===== src/hw/rtl/rgba_alpha_blend_modes_macros.svh =====
// Assertion macros for the alpha blend block.
`ifndef RGBA_ALPHA_BLEND_MODES_MACROS_SVH
`define RGBA_ALPHA_BLEND_MODES_MACROS_SVH
`ifndef SYNTHESIS
`define RAB_ASSERT(label, prop) \
  label: assert property (@(posedge clk_i) disable iff (!rst_ni) prop) \
    else $error("rab assertion failed");
`define RAB_ASSERT_RST(label, prop) \
  label: assert property (@(posedge clk_i) prop) \
    else $error("rab reset assertion failed");
`else
`define RAB_ASSERT(label, prop)
`define RAB_ASSERT_RST(label, prop)
`endif
`endif


===== src/hw/rtl/rab_pkg.sv =====
// Shared constants, types and helper functions for the alpha blend block.
package rab_pkg;
  localparam int CW = 12;
  localparam int AW = 2 * CW;
  localparam int NW = 3 * CW + 1;
  localparam int QW = CW + 1;
  localparam logic [CW-1:0] FULL = {CW{1'b1}};
  localparam logic [CW-1:0] HALF = FULL >> 1;

  typedef enum logic [1:0] {
    MODE_NORMAL = 2'd0,
    MODE_ADD    = 2'd1,
    MODE_MUL    = 2'd2,
    MODE_SCREEN = 2'd3
  } mode_e;

  typedef enum logic {
    REG_MODE    = 1'b0,
    REG_OPACITY = 1'b1
  } reg_e;

  typedef struct packed {
    logic          zero;
    logic [AW-1:0] a2;
    logic [2:0][NW-1:0] num;
  } front_t;

  // floor(v / FULL), v below 2^(2*CW+1)
  function automatic logic [CW:0] div_full(input logic [AW:0] v);
    logic [AW+1:0] t;
    logic [AW+1:0] qe;
    logic [AW+1:0] r;
    begin
      t  = {1'b0, v} + ({1'b0, v} >> CW);
      qe = t >> CW;
      r  = {1'b0, v} - ((qe << CW) - qe);
      if (r >= (AW+2)'(FULL)) begin
        qe = qe + 1'b1;
        r  = r - (AW+2)'(FULL);
      end
      if (r >= (AW+2)'(FULL)) begin
        qe = qe + 1'b1;
      end
      div_full = qe[CW:0];
    end
  endfunction

  function automatic logic [CW-1:0] clamp_full(input logic [CW:0] v);
    clamp_full = (v > {1'b0, FULL}) ? FULL : v[CW-1:0];
  endfunction
endpackage


===== src/hw/rtl/rab_div.sv =====
// Pipelined restoring divider: a setup stage, then one quotient bit per stage, three channels.
module rab_div import rab_pkg::*; (
  input  logic               clk_i,
  input  logic               rst_ni,
  input  logic               en_i,
  input  logic               vld_i,
  input  front_t             data_i,
  output logic               vld_o,
  output logic [2:0][CW-1:0] rgb_o,
  output logic [CW-1:0]      a_o
);
  typedef struct packed {
    logic               zero;
    logic [AW-1:0]      a2;
    logic [CW-1:0]      oa;
    logic [2:0][NW-1:0] rem;
    logic [2:0][QW-1:0] q;
  } div_t;

  div_t       st_q [QW+1];
  div_t       st_d [QW+1];
  logic [QW:0] vld_q;

  always_comb begin
    logic [NW-1:0] sh;
    st_d[0].zero = data_i.zero;
    st_d[0].a2   = data_i.a2;
    st_d[0].oa   = clamp_full(div_full({1'b0, data_i.a2} + (AW+1)'(HALF)));
    st_d[0].q    = '0;
    for (int c = 0; c < 3; c++) begin
      st_d[0].rem[c] = data_i.num[c] + (NW)'(data_i.a2 >> 1);
    end
    for (int k = 1; k <= QW; k++) begin
      st_d[k] = st_q[k-1];
      sh = (NW)'(st_q[k-1].a2) << (QW - k);
      for (int c = 0; c < 3; c++) begin
        if (st_q[k-1].rem[c] >= sh) begin
          st_d[k].rem[c] = st_q[k-1].rem[c] - sh;
          st_d[k].q[c][QW-k] = 1'b1;
        end
      end
    end
  end

  always_ff @(posedge clk_i or negedge rst_ni) begin
    if (!rst_ni) begin
      vld_q <= '0;
    end else if (en_i) begin
      vld_q <= {vld_q[QW-1:0], vld_i};
    end
  end

  always_ff @(posedge clk_i) begin
    if (en_i) begin
      for (int k = 0; k <= QW; k++) begin
        st_q[k] <= st_d[k];
      end
    end
  end

  always_comb begin
    for (int c = 0; c < 3; c++) begin
      rgb_o[c] = st_q[QW].zero ? '0 : clamp_full(st_q[QW].q[c]);
    end
    a_o = st_q[QW].zero ? '0 : st_q[QW].oa;
  end

  assign vld_o = vld_q[QW];
endmodule


===== config.mk =====
export PLATFORM = sky130hd
export DESIGN_NAME = rab_div
export DESIGN_NICKNAME = d
export VERILOG_FILES = /design/src/hw/rtl/rgba_alpha_blend_modes_macros.svh /design/src/hw/rtl/rab_pkg.sv /design/src/hw/rtl/rab_div.sv
export SDC_FILE = /design/constraint.sdc
export NUM_CORES = 2
export LEC_CHECK = 0
export BUFFER_PORTS_ARGS = -buffer_cell sky130_fd_sc_hd__buf_4
export CAP_MARGIN = 20
export CORE_MARGIN = 10
export CORE_UTILIZATION = 26
export DETAILED_ROUTE_END_ITERATION = 10
export PLACE_DENSITY = 0.45
export SETUP_SLACK_MARGIN = 0.2
export SLEW_MARGIN = 10
export SYNTH_ARGS = -nofsm -noshare
export SYNTH_HDL_FRONTEND = slang
export SYNTH_SLANG_ARGS = --single-unit

===== constraint.sdc =====
create_clock -name clk_i -period 6.1 [get_ports clk_i]
set_input_delay 0.305 -clock clk_i [delete_from_list [all_inputs] [get_ports clk_i]]
set_output_delay 0.305 -clock clk_i [all_outputs]
set_load 0.1 [all_outputs]

After elaboration in Yosys (flattened, before gate mapping)

Memories as Yosys holds them, arrays and structs flattened.
Cells that the tools add are included.

Add/sub/neg operators: 49
$lt $le $gt $ge: 45
Multiplexer cells: 91

Operators by type and width:

| cell                                             | count |
|---|---|
| 37-bit 2-to-1 mux                                | 39 |
| 37-bit by 23-bit adder with 37-bit output        | 3 |
| 37-bit by 24-bit >= comparator with 1-bit output | 3 |
| 37-bit by 25-bit >= comparator with 1-bit output | 3 |
| 37-bit by 26-bit >= comparator with 1-bit output | 3 |
| 37-bit by 27-bit >= comparator with 1-bit output | 3 |
| 37-bit by 28-bit >= comparator with 1-bit output | 3 |
| 37-bit by 29-bit >= comparator with 1-bit output | 3 |
| 37-bit by 30-bit >= comparator with 1-bit output | 3 |
| 37-bit by 31-bit >= comparator with 1-bit output | 3 |
| 37-bit by 32-bit >= comparator with 1-bit output | 3 |
| 37-bit by 33-bit >= comparator with 1-bit output | 3 |
| 37-bit by 34-bit >= comparator with 1-bit output | 3 |
| 37-bit by 35-bit >= comparator with 1-bit output | 3 |
| 37-bit by 36-bit >= comparator with 1-bit output | 3 |
| 37-bit by 24-bit subtractor with 37-bit output   | 3 |
| 37-bit by 25-bit subtractor with 37-bit output   | 3 |
| 37-bit by 26-bit subtractor with 37-bit output   | 3 |
| 37-bit by 27-bit subtractor with 37-bit output   | 3 |
| 37-bit by 28-bit subtractor with 37-bit output   | 3 |
| 37-bit by 29-bit subtractor with 37-bit output   | 3 |
| 37-bit by 30-bit subtractor with 37-bit output   | 3 |
| 37-bit by 31-bit subtractor with 37-bit output   | 3 |
| 37-bit by 32-bit subtractor with 37-bit output   | 3 |
| 16 further kinds                                 | 77 |

Bits in registers: 14
Bits in writable memories: 2,618
Input bits: 140
Output and inout port bits: 49
Logic and storage cells: 187
Memories kept: 1

Memory list:

| name | words | width | read ports | clocked after Yosys merged registers in | write ports | line          | text |
|---|---|---|---|---|---|---|---|
| st_q | 14    | 187   | 14         | 0                                       | 14          | rab_div.sv:20 | `div_t st_q [QW+1];` |

Logic depth before layout (Yosys ltp)

Depth after elaboration: 10
Depth in mapped cells: 44
Mapped depth without buffers: 41

Worst setup path after synthesis

OpenSTA, ideal clock, no wires.

Kind: input to register
From: input port data_i[111] (netlist name)
To: memory st_q[0][157] (netlist name) (data pin)
Library setup time: 0.266 ns
Arrival: 8.797 ns
Required time: 5.834 ns
Path slack: -2.963 ns
Stages: 42
Path buffers: 2
Cell sequence: inv_1 ha_1 nor2b_1 nand3b_1 nor2_1 nand2_1 nand3_1 nor2_1 xnor2_1 inv_1 ha_1 o21ai_0 a21oi_1 nand3_1 o32ai_1 a211o_1 and2_1 nand2_1 [6 not listed] inv_1 ha_1 buf_4 inv_1 nor2_1 or4b_1 nand3b_2 a31oi_1 xnor2_1 or2_1 or4_1 or3_1 buf_6 mux2_4 or3b_2 a211oi_2 and3b_1 o22ai_2

RTL lines:

| what            | line          | text |
|---|---|---|
| start, declared | rab_div.sv:7  | `input front_t data_i,` |
| end, declared   | rab_div.sv:20 |  |

==> metrics.csv <==
stage;metric;value;unit
die;num ports;189;
die;Initial Util;0.2606;
clock_tree;TritonCTS Buffers;281;
synthesis;register bit total from synthesis;2224;
synthesis;fraction of registers with async set/reset;0.006295;
setup_path;CP peak stage delay;0.55;ns
sta;RSZ-0062 raised after global routing;yes;
clock_tree;clock root buffer;clkbuf_16;
synthesis;Synth Area in Simple Gates;0.1375;
grt;global-route wire length before repair;619000;um
finish;Layout fillers;51540;
sta;Slew HR;0.2816;
synthesis;Synthesized Nets;13410;
clock_tree;Clk pin slew, worst setup/hold paths;0.06;ns
clock_tree;H-tree Lvls;5;
placed_design;IO Port Bufs;188;
die;die width;731.2;um
finish;Layout area overhead;18.80;%
grt;initial antenna violation count;10;
pwr;Peak supply drop;227.6;uV
clock_tree;worst skew pair latency;0.96;ns
route;vias per inst;4.664;
sta;Layout Skew;0.08621;ns
sta;setup violators final;12;
grt;global route overflow;0;
grt;largest net degree at the start of global routing;194;
synthesis;Top FF cell, synth;edfxtp_1;
hold_path;worst hold path class;in2reg;
synthesis;top-area cell type share of the netlist area;0.5047;
finish;Final nets;14320;
synthesis;Post-Synth Adder-Cell Area;0.1076;
sta;Final period util;1.258;
status;violated checks;setup timing;
finish;layout cells sized above 1;0.1084;
route;via count;93320;
synthesis;Post-synth EDFFs;2210;
setup_path;CP arrival;8.36;ns
synthesis;Mapped Cells;12160;
placed_design;placed cell count;19270;
route;total wire length;424900;um
synthesis;Synth Area in Compound Gates;0.1401;
synthesis;largest family of logic cells by synthesized area;compound AO/OA/AOI/OAI gates;
clock_tree;CTS tree;done;
clock_tree;CTS sink cnt;2224;
sta;worst-margin pin slew;1.078;ns
synthesis;mapped cell area;131500;sq um
setup_path;Worst Path Class, Setup;in2reg;
sta;Final Slew Violations;0;
die;die area;534600;sq um
synthesis;post-synthesis xor/xnor area fraction;0.06448;
route;Routed Antenna Nets;0;
setup_path;Critical Path Sink Type;register;
synthesis;Seq/Total Area, Yosys;0.5074;
synthesis;mux cell area share after synthesis;0.01300;
synthesis;Unique masters post-synth;108;
synthesis;synth top area cells;edfxtp_1, ha_1, xnor2_1, a21oi_1, o21ai_0;
sta;crit path setup slack, layout;-1.572;ns
setup_path;Max FO, Critical Path;6;
placed_design;Cell Area, Placed;144500;sq um
run;maximum capacitance violations;0;
die;Core ar.;504500;sq um
die;Die Y;731.2;um
finish;Finished Layout Cells;20010;
sta;final hold slack;0.1161;ns
synthesis;Synth area leader;edfxtp_1;
synthesis;syn avg cell area;10.81;sq um
synthesis;YS warnings;0;
route;initial drt markers;5998;
finish;Finished Cell Area;156200;sq um
setup_path;CP bufs+invs;10;
grt;GRT Overall Usage;0.1541;
sta;fmax;130.3;MHz
sta;min Tclk post-route;7.672;ns
setup_path;CP delay by family, top;simple AND/OR/NAND/NOR gates;
route;DRT Pass-1 Iters;6;
sta;Final Hold Viols;0;
pwr;Lkg Pwr;60.05;nW
setup_path;CP max stage cell;or4_4;
setup_path;CP startpoint kind;primary input;
placed_design;Placer Congestion;0.9003;
pwr;Power Dens Cells;448.4;nW/um^2
die;row count;261;
route;Residual DRC;0;
route;wire per inst;21.23;um
placed_design;dpl hpwl;345000;um
clock_tree;Clock Tree Buf Depth;4;
setup_path;WP data required;6.79;ns
grt;vias in the first global route;94540;
status;status;finished with violations;
## sequential cells by signal (all words and copies together), names as in the netlist
name / flops
st_q: 2210
vld_q: 14
## stage by stage
step / setup slack (ns) / utilization / power, mW / setup TNS (ns)
floorplan: -2.080 / - / 43.87 / -24.57
global placement: -3.248 / 0.2864 / 53.83 / -38.82
detailed placement: -3.275 / 0.2865 / 53.76 / -39.02
CTS: -1.503 / 0.3092 / 70.82 / -17.90
global route: -1.805 / 0.3096 / 74.87 / -21.26
finish: -1.572 / 0.3096 / 70.04 / -18.56
## logic make-up after synthesis
family          after synthesis
buf+inv                    1035
mux                         154
fa+ha+maj                  1107
simple gates               3704
xor+xnor                    968
flops                      2224
compound gates             2967
## worst register-to-register path, cell delays in order (launching register included)
cell	delay (ns)
edfxtp_1	0.59
inv_1	0.23
ha_1	0.40
nor2b_1	0.15
o21ai_0	0.22
a21boi_0	0.15
o21ai_0	0.26
a21oi_1	0.13
o31ai_1	0.51
a2111oi_2	0.28
nor3_1	0.53
nor3_1	0.18
o41a_1	0.47
nor4_2	0.46
or3_1	0.30
nor3_1	0.10
xor2_1	0.17
## worst paths after layout
path,from,end,slack (ns),depth (start not counted)
max,data_i[111],st_q[0][158]$_SDFFCE_PN1P_,-1.57,42
min,data_i[133],st_q[0][60]$_DFFE_PP_,0.12,4
max reg2reg,st_q[1][163]$_DFFE_PP_,st_q[1][295]$_DFFE_PP_,0.73,16
min reg2reg,st_q[0][1469]$_DFFE_PP_,st_q[1][160]$_DFFE_PP_,0.41,0
max in group asynchronous,rst_ni,vld_q[3]$_DFFE_PN0P_,5.18,3
min in group asynchronous,rst_ni,vld_q[4]$_DFFE_PN0P_,0.51,3
## metal layers
layer | global-route usage | routed length (um)
met4 | 0.1096 | 36060
met5 | 0 | 13
met3 | 0.01527 | 11680
met1 | 0.1748 | 171600
met2 | 0.2713 | 205500
## final cells by class
type	count	area (sq um)	share of cell area
diodes	7	17.52	0.0001121
clock buffers	344	7406	0.04741
clock inverters	158	1588	0.01016
inverters	810	3073	0.01967
multi-input cells	8901	61640	0.3946
flip-flops and latches	2224	66710	0.4271
well taps	6706	8391	0.05371
repair buffers	859	7385	0.04727
## cell usage after synthesis (20+ instances only)
master     count
nor3_1       295
o41ai_1       20
or3_1         99
nand2b_1     195
a31oi_1      110
fa_1          40
and2_1        57
and4_1        26
o211ai_1      43
nor4_1       122
a21oi_1      919
a21o_1       272
nand4_1      168
nor4b_1       25
nand3b_1      28
o21a_1        95
a211o_1       33
xor2_1       391
mux2_2       129
edfxtp_1    2210
or4_1         36
a211oi_1      57
xnor2_1      577
nor2_1       987
nor2b_1      183
ha_1        1066
nand2_1      971
nand4b_1      34
a41oi_1       23
nand3_1      243
o31a_1        21
inv_1        809
mux2i_1       23
or2_2         69
o21ai_0      802
a21boi_0     120
a31o_2        22
clkbuf_1     191
and3_1       101
o21bai_1      74
o2111ai_1     27
o31ai_1      133
## what timing repair did
item	4_1_cts	5_1_grt
endpoints found under the setup margin	12	12
hold endpoints to repair	162	0
gates resized for setup	59	20
setup buffers	27	10
pin swaps	42	16
cloned	1	1
hold buffers	195	0
## report_power, final
part / internal (mW) / total [mW] / switching (mW)
registers: 22.4 / 25.2 / 2.82
clock network: 9.59 / 16.4 / 6.78
logic: 11.9 / 28.4 / 16.5
total: 43.9 / 70.0 / 26.1
## cell usage in the layout, fill, tap and decap left out, types with 56 or more instances in the layout
cell           count
mux2_2           129
or2_2             69
buf_4            621
nor2_1           980
nand2_1          969
edfxtp_1        2210
a21boi_0         120
a31oi_1          105
ha_1            1061
and3_1            99
o21bai_1          74
nand3_1          237
o31ai_1          132
or3_1             97
nand4_1          168
a21o_1           272
dlygate4sd3_1    195
clkbuf_1          56
o21ai_0          798
xnor2_1          568
a21oi_1          916
nor2b_1          182
o21a_1            95
clkbuf_16        287
nand2b_1         195
inv_1            801
nor3_1           291
xor2_1           387
nor4_1           108
No activity file was read; power rests on OpenSTA's default activity.
